==> src/rtl/bdte_pkg.sv <==
`default_nettype none
// ----------------------------------------------------------------------------
// bdte_pkg: shared types, codes and calendar tables
// Command and status bundles between the controller and the datapath,
// divider operation codes and the Gregorian month tables.
// ----------------------------------------------------------------------------
package bdte_pkg;

    // divider operation codes, in issue order
    typedef logic [2:0] t_op;
    localparam t_op OP_SEC  = 3'd0;
    localparam t_op OP_MIN  = 3'd1;
    localparam t_op OP_HOUR = 3'd2;
    localparam t_op OP_MON  = 3'd3;
    localparam t_op OP_Y400 = 3'd4;
    localparam t_op OP_P100 = 3'd5;
    localparam t_op OP_P400 = 3'd6;
    localparam t_op OP_WDAY = 3'd7;

    // controller to datapath
    typedef struct packed {
        logic load;
        logic div_start;
        logic div_apply;
        t_op  op;
        logic walk;
        logic yday;
        logic days;
        logic mul;
        logic out_load;
    } t_cmd;

    // datapath to controller
    typedef struct packed {
        logic div_busy;
        logic walk_done;
        logic range_err;
    } t_stat;

    // leap test on (years since 1900 + 1900) mod 400
    function automatic logic f_leap(input logic [8:0] m400);
        return (m400[1:0] == 2'b00) && (m400 != 9'd100) &&
               (m400 != 9'd200) && (m400 != 9'd300);
    endfunction

    // length of a zero-based month
    function automatic logic [4:0] f_days_in(input logic [3:0] mon, input logic leap);
        logic [4:0] d;
        case (mon)
            4'd1:                          d = leap ? 5'd29 : 5'd28;
            4'd3, 4'd5, 4'd8, 4'd10:       d = 5'd30;
            4'd0, 4'd2, 4'd4, 4'd6, 4'd7,
            4'd9, 4'd11:                   d = 5'd31;
            default:                       d = 5'd31;
        endcase
        return d;
    endfunction

    // days in a common year before the first of a month
    function automatic logic [8:0] f_days_before(input logic [3:0] mon);
        logic [8:0] d;
        case (mon)
            4'd0:    d = 9'd0;
            4'd1:    d = 9'd31;
            4'd2:    d = 9'd59;
            4'd3:    d = 9'd90;
            4'd4:    d = 9'd120;
            4'd5:    d = 9'd151;
            4'd6:    d = 9'd181;
            4'd7:    d = 9'd212;
            4'd8:    d = 9'd243;
            4'd9:    d = 9'd273;
            4'd10:   d = 9'd304;
            4'd11:   d = 9'd334;
            default: d = 9'd0;
        endcase
        return d;
    endfunction

endpackage
`default_nettype wire

==> src/rtl/bdte_div.sv <==
`default_nettype none
// ----------------------------------------------------------------------------
// bdte_div: shared floor divider
// Divides by one of the small constant divisors through a reciprocal
// multiply, an estimate of the remainder and one correction step. The signed
// dividend is biased by divisor * 2^22 so the unsigned quotient is
// floor + 2^22 and the remainder is the non-negative floor remainder.
// Busy while the multiply, estimate and correction stages run.
// ----------------------------------------------------------------------------
module bdte_div (
    input  logic               i_clk,
    input  logic               i_rst_n,
    input  logic               i_start,
    input  logic signed [31:0] i_dividend,
    input  logic        [8:0]  i_divisor,
    output logic               o_busy,
    output logic signed [31:0] o_quot,
    output logic        [8:0]  o_rem
);
    localparam int BIAS_SH = 22;

    // stage codes
    localparam logic [1:0] ST_IDLE = 2'd0;
    localparam logic [1:0] ST_MUL  = 2'd1;
    localparam logic [1:0] ST_EST  = 2'd2;
    localparam logic [1:0] ST_FIX  = 2'd3;

    logic [1:0]  r_stage;
    logic [30:0] r_num;
    logic [30:0] r_recip;
    logic [8:0]  r_div;
    logic [30:0] r_qest;
    logic [9:0]  r_rest;
    logic [30:0] r_quot;
    logic [8:0]  r_rem;

    logic [30:0] biased;
    logic [30:0] recip;
    logic [61:0] prod;
    logic [9:0]  qd_low;
    logic        fix;

    // floor(2^31 / divisor); the estimate is low by at most one
    always_comb begin
        case (i_divisor)
            9'd7:    recip = 31'd306783378;
            9'd12:   recip = 31'd178956970;
            9'd24:   recip = 31'd89478485;
            9'd60:   recip = 31'd35791394;
            9'd100:  recip = 31'd21474836;
            9'd400:  recip = 31'd5368709;
            default: recip = 31'h7FFFFFFF;
        endcase
    end

    assign biased = i_dividend[30:0] + {i_divisor, {BIAS_SH{1'b0}}};
    assign prod   = r_num * r_recip;
    assign qd_low = 10'(r_qest[9:0] * {1'b0, r_div});
    assign fix    = r_rest >= {1'b0, r_div};

    // stage sequence
    always_ff @(posedge i_clk) begin
        if (!i_rst_n) begin
            r_stage <= ST_IDLE;
        end else if (i_start) begin
            r_stage <= ST_MUL;
        end else begin
            case (r_stage)
                ST_MUL:  r_stage <= ST_EST;
                ST_EST:  r_stage <= ST_FIX;
                ST_FIX:  r_stage <= ST_IDLE;
                default: r_stage <= ST_IDLE;
            endcase
        end
    end

    // estimate, remainder and correction
    always_ff @(posedge i_clk) begin
        if (i_start) begin
            r_num   <= biased;
            r_div   <= i_divisor;
            r_recip <= recip;
        end
        case (r_stage)
            ST_MUL: r_qest <= prod[61:31];
            // true remainder is below twice the divisor, ten bits suffice
            ST_EST: r_rest <= r_num[9:0] - qd_low;
            ST_FIX: begin
                r_quot <= r_qest + {30'd0, fix};
                r_rem  <= fix ? 9'(r_rest - {1'b0, r_div}) : r_rest[8:0];
            end
            default: begin
            end
        endcase
    end

    assign o_busy = (r_stage != ST_IDLE);
    assign o_quot = $signed({1'b0, r_quot} - (32'd1 << BIAS_SH));
    assign o_rem  = r_rem;

endmodule
`default_nettype wire

==> src/rtl/bdte_datapath.sv <==
`default_nettype none
// ----------------------------------------------------------------------------
// bdte_datapath: field registers, divider, month walk and epoch arithmetic
// Executes one command per cycle from the controller and reports status.
// ----------------------------------------------------------------------------
module bdte_datapath (
    input  logic                 i_clk,
    input  logic                 i_rst_n,
    input  bdte_pkg::t_cmd       i_cmd,
    output bdte_pkg::t_stat      o_stat,
    input  logic signed [15:0]   i_second_in,
    input  logic signed [15:0]   i_minute_in,
    input  logic signed [15:0]   i_hour_in,
    input  logic signed [15:0]   i_day_in,
    input  logic signed [15:0]   i_month_in,
    input  logic signed [15:0]   i_year_in,
    output logic                 o_valid,
    output logic signed [39:0]   o_epoch_seconds,
    output logic        [5:0]    o_second_out,
    output logic        [5:0]    o_minute_out,
    output logic        [4:0]    o_hour_out,
    output logic        [4:0]    o_day_out,
    output logic        [3:0]    o_month_out,
    output logic signed [16:0]   o_year_out,
    output logic        [8:0]    o_year_day,
    output logic        [2:0]    o_week_day,
    output logic                 o_range_error
);
    import bdte_pkg::*;

    localparam logic signed [16:0] C_YEAR_LIMIT   = 17'sd10000;
    localparam logic signed [16:0] C_YEAR_BASE    = 17'sd1900;
    localparam logic signed [16:0] C_EPOCH_REL    = 17'sd70;
    localparam logic signed [23:0] C_DAYS_YEAR    = 24'sd365;
    localparam logic signed [23:0] C_LEAPS_EPOCH  = 24'sd477;
    localparam logic signed [39:0] C_SECS_DAY     = 40'sd86400;

    // working registers
    logic signed [15:0] r_sec_in, r_mon_in;
    logic signed [16:0] r_min_w, r_hour_w, r_mday, r_year, r_lb;
    logic        [5:0]  r_sec, r_min;
    logic        [4:0]  r_hour;
    logic        [3:0]  r_mon;
    logic        [8:0]  r_y400, r_yday;
    logic               r_err;
    logic        [2:0]  r_wday;
    logic        [16:0] r_tod;
    logic signed [23:0] r_days;
    logic signed [39:0] r_prod;

    // divider hookup
    logic signed [31:0] div_a, div_q;
    logic        [8:0]  div_d, div_rem;
    logic               div_busy;
    logic signed [16:0] q17;

    logic signed [16:0] year_b, year_p;

    // month walk
    logic               back, over, walk_done, wrap_back, leap_cur, leap_prev;
    logic        [3:0]  mon_prev;
    logic        [8:0]  y400_inc, y400_dec;
    logic        [4:0]  dim_cur, dim_prev;

    // day count and time of day
    logic signed [16:0] yrel;
    logic signed [23:0] yrel24, lb24, yday24, days_calc;
    logic signed [39:0] days40, tod40;
    logic        [8:0]  yday_calc;
    logic        [16:0] tod_calc;
    logic               err_calc;

    bdte_div u_div (
        .i_clk      (i_clk),
        .i_rst_n    (i_rst_n),
        .i_start    (i_cmd.div_start),
        .i_dividend (div_a),
        .i_divisor  (div_d),
        .o_busy     (div_busy),
        .o_quot     (div_q),
        .o_rem      (div_rem)
    );

    assign q17    = div_q[16:0];
    assign year_b = r_year + C_YEAR_BASE;
    assign year_p = r_year + C_YEAR_BASE - 17'sd1;

    // divider operand select
    always_comb begin
        div_a = '0;
        div_d = 9'd1;
        case (i_cmd.op)
            OP_SEC: begin
                div_a = {{16{r_sec_in[15]}}, r_sec_in};
                div_d = 9'd60;
            end
            OP_MIN: begin
                div_a = {{15{r_min_w[16]}}, r_min_w};
                div_d = 9'd60;
            end
            OP_HOUR: begin
                div_a = {{15{r_hour_w[16]}}, r_hour_w};
                div_d = 9'd24;
            end
            OP_MON: begin
                div_a = {{16{r_mon_in[15]}}, r_mon_in};
                div_d = 9'd12;
            end
            OP_Y400: begin
                div_a = {{15{year_b[16]}}, year_b};
                div_d = 9'd400;
            end
            OP_P100: begin
                div_a = {{15{year_p[16]}}, year_p};
                div_d = 9'd100;
            end
            OP_P400: begin
                div_a = {{15{year_p[16]}}, year_p};
                div_d = 9'd400;
            end
            OP_WDAY: begin
                div_a = {{8{r_days[23]}}, r_days} + 32'sd4;
                div_d = 9'd7;
            end
            default: begin
                div_a = '0;
                div_d = 9'd1;
            end
        endcase
    end

    // one month step per cycle, backward while the day is not positive
    assign back      = r_mday[16] || (r_mday == '0);
    assign wrap_back = (r_mon == 4'd0);
    assign mon_prev  = wrap_back ? 4'd11 : r_mon - 4'd1;
    assign y400_inc  = (r_y400 == 9'd399) ? 9'd0 : r_y400 + 9'd1;
    assign y400_dec  = (r_y400 == 9'd0) ? 9'd399 : r_y400 - 9'd1;
    assign leap_cur  = f_leap(r_y400);
    assign leap_prev = f_leap(wrap_back ? y400_dec : r_y400);
    assign dim_cur   = f_days_in(r_mon, leap_cur);
    assign dim_prev  = f_days_in(mon_prev, leap_prev);
    assign over      = !back && (r_mday > $signed({12'd0, dim_cur}));
    assign walk_done = !back && !over;

    // day of year and range check
    assign yday_calc = r_mday[8:0] - 9'd1 + f_days_before(r_mon) +
                       {8'd0, (r_mon > 4'd1) && leap_cur};
    assign err_calc  = (r_year > C_YEAR_LIMIT) || (r_year < -C_YEAR_LIMIT);

    // days since the epoch
    assign yrel      = r_year - C_EPOCH_REL;
    assign yrel24    = {{7{yrel[16]}}, yrel};
    assign lb24      = {{7{r_lb[16]}}, r_lb};
    assign yday24    = {15'd0, r_yday};
    assign days_calc = yrel24 * C_DAYS_YEAR + lb24 - C_LEAPS_EPOCH + yday24;
    assign tod_calc  = 17'(r_hour) * 17'd3600 + 17'(r_min) * 17'd60 + 17'(r_sec);
    assign days40    = {{16{r_days[23]}}, r_days};
    assign tod40     = {23'd0, r_tod};

    // working register updates
    always_ff @(posedge i_clk) begin
        if (i_cmd.load) begin
            r_sec_in <= i_second_in;
            r_min_w  <= {i_minute_in[15], i_minute_in};
            r_hour_w <= {i_hour_in[15], i_hour_in};
            r_mday   <= {i_day_in[15], i_day_in};
            r_mon_in <= i_month_in;
            r_year   <= {i_year_in[15], i_year_in};
        end
        if (i_cmd.div_apply) begin
            case (i_cmd.op)
                OP_SEC: begin
                    r_sec   <= div_rem[5:0];
                    r_min_w <= r_min_w + q17;
                end
                OP_MIN: begin
                    r_min    <= div_rem[5:0];
                    r_hour_w <= r_hour_w + q17;
                end
                OP_HOUR: begin
                    r_hour <= div_rem[4:0];
                    r_mday <= r_mday + q17;
                end
                OP_MON: begin
                    r_mon  <= div_rem[3:0];
                    r_year <= r_year + q17;
                end
                OP_Y400: r_y400 <= div_rem;
                OP_P100: r_lb   <= (year_p >>> 2) - q17;
                OP_P400: r_lb   <= r_lb + q17;
                OP_WDAY: r_wday <= div_rem[2:0];
                default: r_wday <= r_wday;
            endcase
        end
        if (i_cmd.walk && !walk_done) begin
            if (back) begin
                r_mday <= r_mday + $signed({12'd0, dim_prev});
                r_mon  <= mon_prev;
                if (wrap_back) begin
                    r_year <= r_year - 17'sd1;
                    r_y400 <= y400_dec;
                end
            end else begin
                r_mday <= r_mday - $signed({12'd0, dim_cur});
                if (r_mon == 4'd11) begin
                    r_mon  <= 4'd0;
                    r_year <= r_year + 17'sd1;
                    r_y400 <= y400_inc;
                end else begin
                    r_mon <= r_mon + 4'd1;
                end
            end
        end
        if (i_cmd.yday) begin
            r_yday <= yday_calc;
            r_err  <= err_calc;
        end
        if (i_cmd.days) begin
            r_days <= days_calc;
            r_tod  <= tod_calc;
        end
        if (i_cmd.mul) begin
            r_prod <= days40 * C_SECS_DAY;
        end
    end

    // result registers
    always_ff @(posedge i_clk) begin
        if (i_cmd.out_load) begin
            o_epoch_seconds <= r_err ? -40'sd1 : r_prod + tod40;
            o_week_day      <= r_err ? 3'd0 : r_wday;
            o_second_out    <= r_sec;
            o_minute_out    <= r_min;
            o_hour_out      <= r_hour;
            o_day_out       <= r_mday[4:0];
            o_month_out     <= r_mon;
            o_year_out      <= r_year;
            o_year_day      <= r_yday;
            o_range_error   <= r_err;
        end
    end

    // result strobe
    always_ff @(posedge i_clk) begin
        if (!i_rst_n) begin
            o_valid <= 1'b0;
        end else begin
            o_valid <= i_cmd.out_load;
        end
    end

    assign o_stat.div_busy  = div_busy;
    assign o_stat.walk_done = walk_done;
    assign o_stat.range_err = r_err;

endmodule
`default_nettype wire

==> src/rtl/bdte_ctrl.sv <==
`default_nettype none
// ----------------------------------------------------------------------------
// bdte_ctrl: sequencing state machine
// Steps one request through the field carries, the month walk, the leap
// count, the weekday and the seconds product.
// ----------------------------------------------------------------------------
module bdte_ctrl (
    input  logic            i_clk,
    input  logic            i_rst_n,
    input  logic            i_start,
    input  bdte_pkg::t_stat i_stat,
    output logic            o_busy,
    output bdte_pkg::t_cmd  o_cmd
);
    import bdte_pkg::*;

    localparam logic [3:0] S_IDLE     = 4'd0;
    localparam logic [3:0] S_DIV_GO   = 4'd1;
    localparam logic [3:0] S_DIV_WAIT = 4'd2;
    localparam logic [3:0] S_WALK     = 4'd3;
    localparam logic [3:0] S_YDAY     = 4'd4;
    localparam logic [3:0] S_CHECK    = 4'd5;
    localparam logic [3:0] S_DAYS     = 4'd6;
    localparam logic [3:0] S_MUL      = 4'd7;
    localparam logic [3:0] S_OUT      = 4'd8;

    logic [3:0] r_state, n_state;
    t_op        r_op, n_op;

    // next state and commands
    always_comb begin
        n_state = r_state;
        n_op    = r_op;
        o_cmd   = '0;
        o_cmd.op = r_op;
        case (r_state)
            S_IDLE: begin
                if (i_start) begin
                    o_cmd.load = 1'b1;
                    n_op       = OP_SEC;
                    n_state    = S_DIV_GO;
                end
            end
            S_DIV_GO: begin
                o_cmd.div_start = 1'b1;
                n_state         = S_DIV_WAIT;
            end
            S_DIV_WAIT: begin
                if (!i_stat.div_busy) begin
                    o_cmd.div_apply = 1'b1;
                    case (r_op)
                        OP_SEC: begin
                            n_op    = OP_MIN;
                            n_state = S_DIV_GO;
                        end
                        OP_MIN: begin
                            n_op    = OP_HOUR;
                            n_state = S_DIV_GO;
                        end
                        OP_HOUR: begin
                            n_op    = OP_MON;
                            n_state = S_DIV_GO;
                        end
                        OP_MON: begin
                            n_op    = OP_Y400;
                            n_state = S_DIV_GO;
                        end
                        OP_Y400: n_state = S_WALK;
                        OP_P100: begin
                            n_op    = OP_P400;
                            n_state = S_DIV_GO;
                        end
                        OP_P400: n_state = S_DAYS;
                        OP_WDAY: n_state = S_MUL;
                        default: n_state = S_IDLE;
                    endcase
                end
            end
            S_WALK: begin
                o_cmd.walk = 1'b1;
                if (i_stat.walk_done) begin
                    n_state = S_YDAY;
                end
            end
            S_YDAY: begin
                o_cmd.yday = 1'b1;
                n_state    = S_CHECK;
            end
            S_CHECK: begin
                // out-of-range year skips the day count
                if (i_stat.range_err) begin
                    n_state = S_OUT;
                end else begin
                    n_op    = OP_P100;
                    n_state = S_DIV_GO;
                end
            end
            S_DAYS: begin
                o_cmd.days = 1'b1;
                n_op       = OP_WDAY;
                n_state    = S_DIV_GO;
            end
            S_MUL: begin
                o_cmd.mul = 1'b1;
                n_state   = S_OUT;
            end
            S_OUT: begin
                o_cmd.out_load = 1'b1;
                n_state        = S_IDLE;
            end
            default: n_state = S_IDLE;
        endcase
    end

    // state registers
    always_ff @(posedge i_clk) begin
        if (!i_rst_n) begin
            r_state <= S_IDLE;
            r_op    <= OP_SEC;
        end else begin
            r_state <= n_state;
            r_op    <= n_op;
        end
    end

    assign o_busy = (r_state != S_IDLE);

endmodule
`default_nettype wire

==> src/rtl/broken_down_time_to_epoch_unit.sv <==
`default_nettype none
// ----------------------------------------------------------------------------
// broken_down_time_to_epoch_unit: calendar normalizer and Unix time converter
// Normalizes an out-of-range broken-down time (UTC, Gregorian) and returns
// the normalized fields, day of year, day of week and seconds since 1970.
// ----------------------------------------------------------------------------
// Usage:
//   A request is taken on a rising edge with start high and busy low; the six
//   16-bit signed fields are sampled at that edge. busy stays high until the
//   result has been loaded.
//   The result appears on the o_ ports with o_valid high for one cycle. The
//   receiver has no stall; it must take the result in that cycle.
//   A request passes through eight floor divisions on one shared
//   reciprocal-multiply divider and the month walk, which steps the day carry
//   one month per cycle for as many months as it spans. An out-of-range year
//   skips three divisions, the day count and the product.
//   busy drops in the cycle the strobe is shown, so the next request may be
//   taken then; requests are handled one at a time.
//   Reset (i_rst_n low, synchronous) returns the sequencer to idle and clears
//   the strobe; no memory needs clearing.
// ----------------------------------------------------------------------------
module broken_down_time_to_epoch_unit (
    input  logic                i_clk,
    input  logic                i_rst_n,
    input  logic                start,
    output logic                busy,
    input  logic signed [15:0]  i_second_in,
    input  logic signed [15:0]  i_minute_in,
    input  logic signed [15:0]  i_hour_in,
    input  logic signed [15:0]  i_day_in,
    input  logic signed [15:0]  i_month_in,
    input  logic signed [15:0]  i_year_in,
    output logic                o_valid,
    output logic signed [39:0]  o_epoch_seconds,
    output logic        [5:0]   o_second_out,
    output logic        [5:0]   o_minute_out,
    output logic        [4:0]   o_hour_out,
    output logic        [4:0]   o_day_out,
    output logic        [3:0]   o_month_out,
    output logic signed [16:0]  o_year_out,
    output logic        [8:0]   o_year_day,
    output logic        [2:0]   o_week_day,
    output logic                o_range_error
);
    import bdte_pkg::*;

    t_cmd  cmd;
    t_stat stat;

    // sequencer
    bdte_ctrl u_ctrl (
        .i_clk   (i_clk),
        .i_rst_n (i_rst_n),
        .i_start (start),
        .i_stat  (stat),
        .o_busy  (busy),
        .o_cmd   (cmd)
    );

    // datapath
    bdte_datapath u_dp (
        .i_clk           (i_clk),
        .i_rst_n         (i_rst_n),
        .i_cmd           (cmd),
        .o_stat          (stat),
        .i_second_in     (i_second_in),
        .i_minute_in     (i_minute_in),
        .i_hour_in       (i_hour_in),
        .i_day_in        (i_day_in),
        .i_month_in      (i_month_in),
        .i_year_in       (i_year_in),
        .o_valid         (o_valid),
        .o_epoch_seconds (o_epoch_seconds),
        .o_second_out    (o_second_out),
        .o_minute_out    (o_minute_out),
        .o_hour_out      (o_hour_out),
        .o_day_out       (o_day_out),
        .o_month_out     (o_month_out),
        .o_year_out      (o_year_out),
        .o_year_day      (o_year_day),
        .o_week_day      (o_week_day),
        .o_range_error   (o_range_error)
    );

endmodule
`default_nettype wire
==> config.mk <==
export PLATFORM = sky130hd
export DESIGN_NAME = broken_down_time_to_epoch_unit
export DESIGN_NICKNAME = d
export VERILOG_FILES = /design/src/rtl/bdte_pkg.sv /design/src/rtl/bdte_div.sv /design/src/rtl/bdte_datapath.sv /design/src/rtl/bdte_ctrl.sv /design/src/rtl/broken_down_time_to_epoch_unit.sv
export SDC_FILE = /design/constraint.sdc
export NUM_CORES = 2
export LEC_CHECK = 0
export BUFFER_PORTS_ARGS = -buffer_cell sky130_fd_sc_hd__buf_2
export CAP_MARGIN = 25
export CORE_MARGIN = 1
export CORE_UTILIZATION = 45
export CTS_CLUSTER_SIZE = 10
export DETAILED_ROUTE_END_ITERATION = 7
export MAX_ROUTING_LAYER = met4
export PLACE_DENSITY = 0.72
export SETUP_SLACK_MARGIN = 0.05
export SLEW_MARGIN = 0
export SYNTH_ARGS = -nofsm -noshare
export SYNTH_HDL_FRONTEND = slang
export SYNTH_HIERARCHICAL = 1
export SYNTH_SLANG_ARGS = --single-unit
==> constraint.sdc <==
create_clock -name i_clk -period 11.4 [get_ports i_clk]
set_input_delay 1.71 -clock i_clk [delete_from_list [all_inputs] [get_ports i_clk]]
set_output_delay 1.71 -clock i_clk [all_outputs]
set_load 0.02 [all_outputs]
==> results.md <==
- Status: completed
- DRT antenna net count: 0
- CTS Root Cell: clkbuf_16
- CP endpoint kind: register
- Crit Path Max Fanout: 18
- Synth warn: 6
- # DRC: 0
- Largest net degree at the start of global routing: 72
- Htree depth: 2
- # hold bufs at CTS: 0
- HP Start: u_dp/r_yday[2]
- Worst path max stage delay: about 1.1 ns
- DR vias/cell: approximately 5.6
- Period utilization: 0.756
- Worst path bufs/invs: 4
- Flop2flop setup slack: approximately 2.8 ns
- Growth of design area from synthesis to finish: 7.17%
- Hold crit path type: reg -> reg
- DR pass1 iterations: 7
- Reg2reg end: u_dp/u_div/r_qest[16]
- Highest Clock Rate: approximately 0.12 GHz
- Min cycle time layout: approximately 8.6 ns
- Vias after detailed routing: approximately 49000
- Total setup buffers inserted after CTS: 0
- Num CTS Buffers: 59
- R2R depth: 23
- I/O pin count: 197
- Gate Count Post-Synth: between 6000 and 7000
- Die Wd: ~380 um
- Gpl congestion: between 1 and 1.5
- Final setup fails: 0
- CP top delay family: adder cells
- Post-Route Skew: 0.0798 ns
- Worst EP arrival: ~9.0 ns
- DR WL/cell: about 24 um
- Share of layout cells above drive strength 1: 0.0609
- Full die area: between 0.1 and 0.15 mm2
- Post-CTS resize count: 0
- First-pass GRT wire length: 312 mm
- Max Buffers Root-to-Sink: 3
- Sink Count: 459
- Cell repeated most along the worst path: fa_1
- Mapped Avg Cell Area: ~9.6 um2
- CORE AREA: approximately 0.14 mm2
- Worst Hold End: u_dp/o_year_day[2]
- Drt total wl: 206 mm
- CTS tree: built
- Max-slew violations: 0
- Max cap viols: 0
- Die Y: 381 um
- Site Rows: ~140
- FF-to-FF Start: u_dp/u_div/r_num[4]
- Worst setup SP type: register
- Vias in the first global route: 50100
- Dpl hpwl: roughly 170 mm
- 1st-iter DRT viols: ~4400
- Critical-path cell list: nand2_1 -> inv_1 -> a31oi_1 -> fa_1 -> inv_1 -> fa_1 -> inv_1 -> fa_1 -> inv_1 -> fa_1 -> fa_1 -> fa_1 -> fa_1 -> ha_1 -> a21oi_1 -> o21ai_0 -> a311oi_1 -> o41ai_2 -> a31oi_1 -> a2111oi_2 -> o21ai_1 -> nor4b_1 -> a311oi_1
- Grt total ovfl: 0
- Clk_lat worst skew: 0.72 ns
- RSZ-0062 raised after global routing: false
- Initial antenna violation count: 16
- Setup_tns: 0 ns
- Clock-pin slew on the worst setup and hold paths: about 0.06 ns
- Critical path class: reg -> reg
- CP required: around 12 ns
- Total track usage: 0.295
- Post-synthesis net count: ~8400
- # nets final: roughly 8500
- Hold-critical path depth: 0
- Worst slew pin tran: between 1 and 1.5 ns
- Slowest cell on the critical path: edfxtp_1
- Fin. Hold Viols: 0
- IO buf count: 196
- Max_slew headroom: 0.242
- Mapped Area: 0.0646 mm2
- Starting density of the core: 0.455
## flip-flops by register name, indices dropped and copies added (netlist names), 24 cells and up, named ones only
name                  count
u_dp/r_prod              33
u_dp/r_days              24
u_dp/o_epoch_seconds     40
u_dp/u_div/r_num         31
## worst max path at each step
| stage | start | end | cells after the start |
|---|---|---|---|
| global route | u_dp/u_div/r_recip[20] | u_dp/u_div/r_qest[16] | 23 |
| floorplan | u_ctrl/r_state[0] | u_dp/u_div/r_div[0] | 2 |
| finish | u_dp/u_div/r_num[4] | u_dp/u_div/r_qest[16] | 23 |
| CTS | u_dp/u_div/r_recip[20] | u_dp/u_div/r_qest[16] | 23 |
| global placement | u_dp/u_div/r_recip[26] | u_dp/u_div/r_qest[7] | 23 |
| detailed placement | u_dp/u_div/r_recip[26] | u_dp/u_div/r_qest[16] | 23 |
## worst reg2reg max path: stages (launching register included)
cell	delay, ns
edfxtp_1	1.08
nand2_1	0.39
inv_1	0.28
a31oi_1	0.17
fa_1	0.56
inv_1	0.07
fa_1	0.57
inv_1	0.08
fa_1	0.54
inv_1	0.05
fa_1	0.50
fa_1	0.43
fa_1	0.52
fa_1	0.42
ha_1	0.35
a21oi_1	0.16
o21ai_0	0.19
a311oi_1	0.33
o41ai_2	0.17
a31oi_1	0.63
a2111oi_2	0.20
o21ai_1	0.22
nor4b_1	0.31
a311oi_1	0.10
## per-layer routing
| layer | global-route usage | wire [um] |
|---|---|---|
| met1 | 0.371 | 83300 |
| met2 | 0.457 | 93700 |
| met3 | 0.0523 | 16800 |
| met4 | 0.145 | 12300 |
| met5 | - | 0 |
## metrics by stage
| step | hold WS (ns) | util | worst slack (ns) | instance area (um2) | cells |
|---|---|---|---|---|---|
| finish | 0.457 | 0.487 | 2.78 | 69300 | 8762 |
| CTS | 0.462 | 0.487 | 3.02 | 69200 | 8741 |
| global route | 0.473 | 0.487 | 2.53 | 69300 | 8762 |
| floorplan | 0.406 | - | 3.98 | 64600 | 6742 |
| detailed placement | 0.444 | 0.474 | 3.06 | 67400 | 8633 |
| global placement | 0.431 | 0.474 | 3.14 | 67400 | 8631 |
## cells in the final DEF (no fill, tap or decap), drive strengths merged, types with 132 or more instances in the layout
cell type and instances:
inv 1382, nor2 259, a21oi 258, ha 660
nand2 595, edfxtp 363, and2 262, buf 255
fa 942, xnor2 225, xor2 132, o21ai 225
## cell type report
type | count | area [um2]
Fill cell | 13200 | 72800
Clock inverter | 18 | 159
Antenna cell | 20 | 50.0
Multi-Input combinational cell | 4647 | 45600
Clock buffer | 90 | 1660
Tap cell | 1890 | 2360
Inverter | 1382 | 5190
Sequential cell | 459 | 12800
Timing Repair Buffer | 256 | 1430
Power is left out: the tool's default activity adds up to more than one toggle a clock period on the data nets, which glitch-free logic cannot reach.
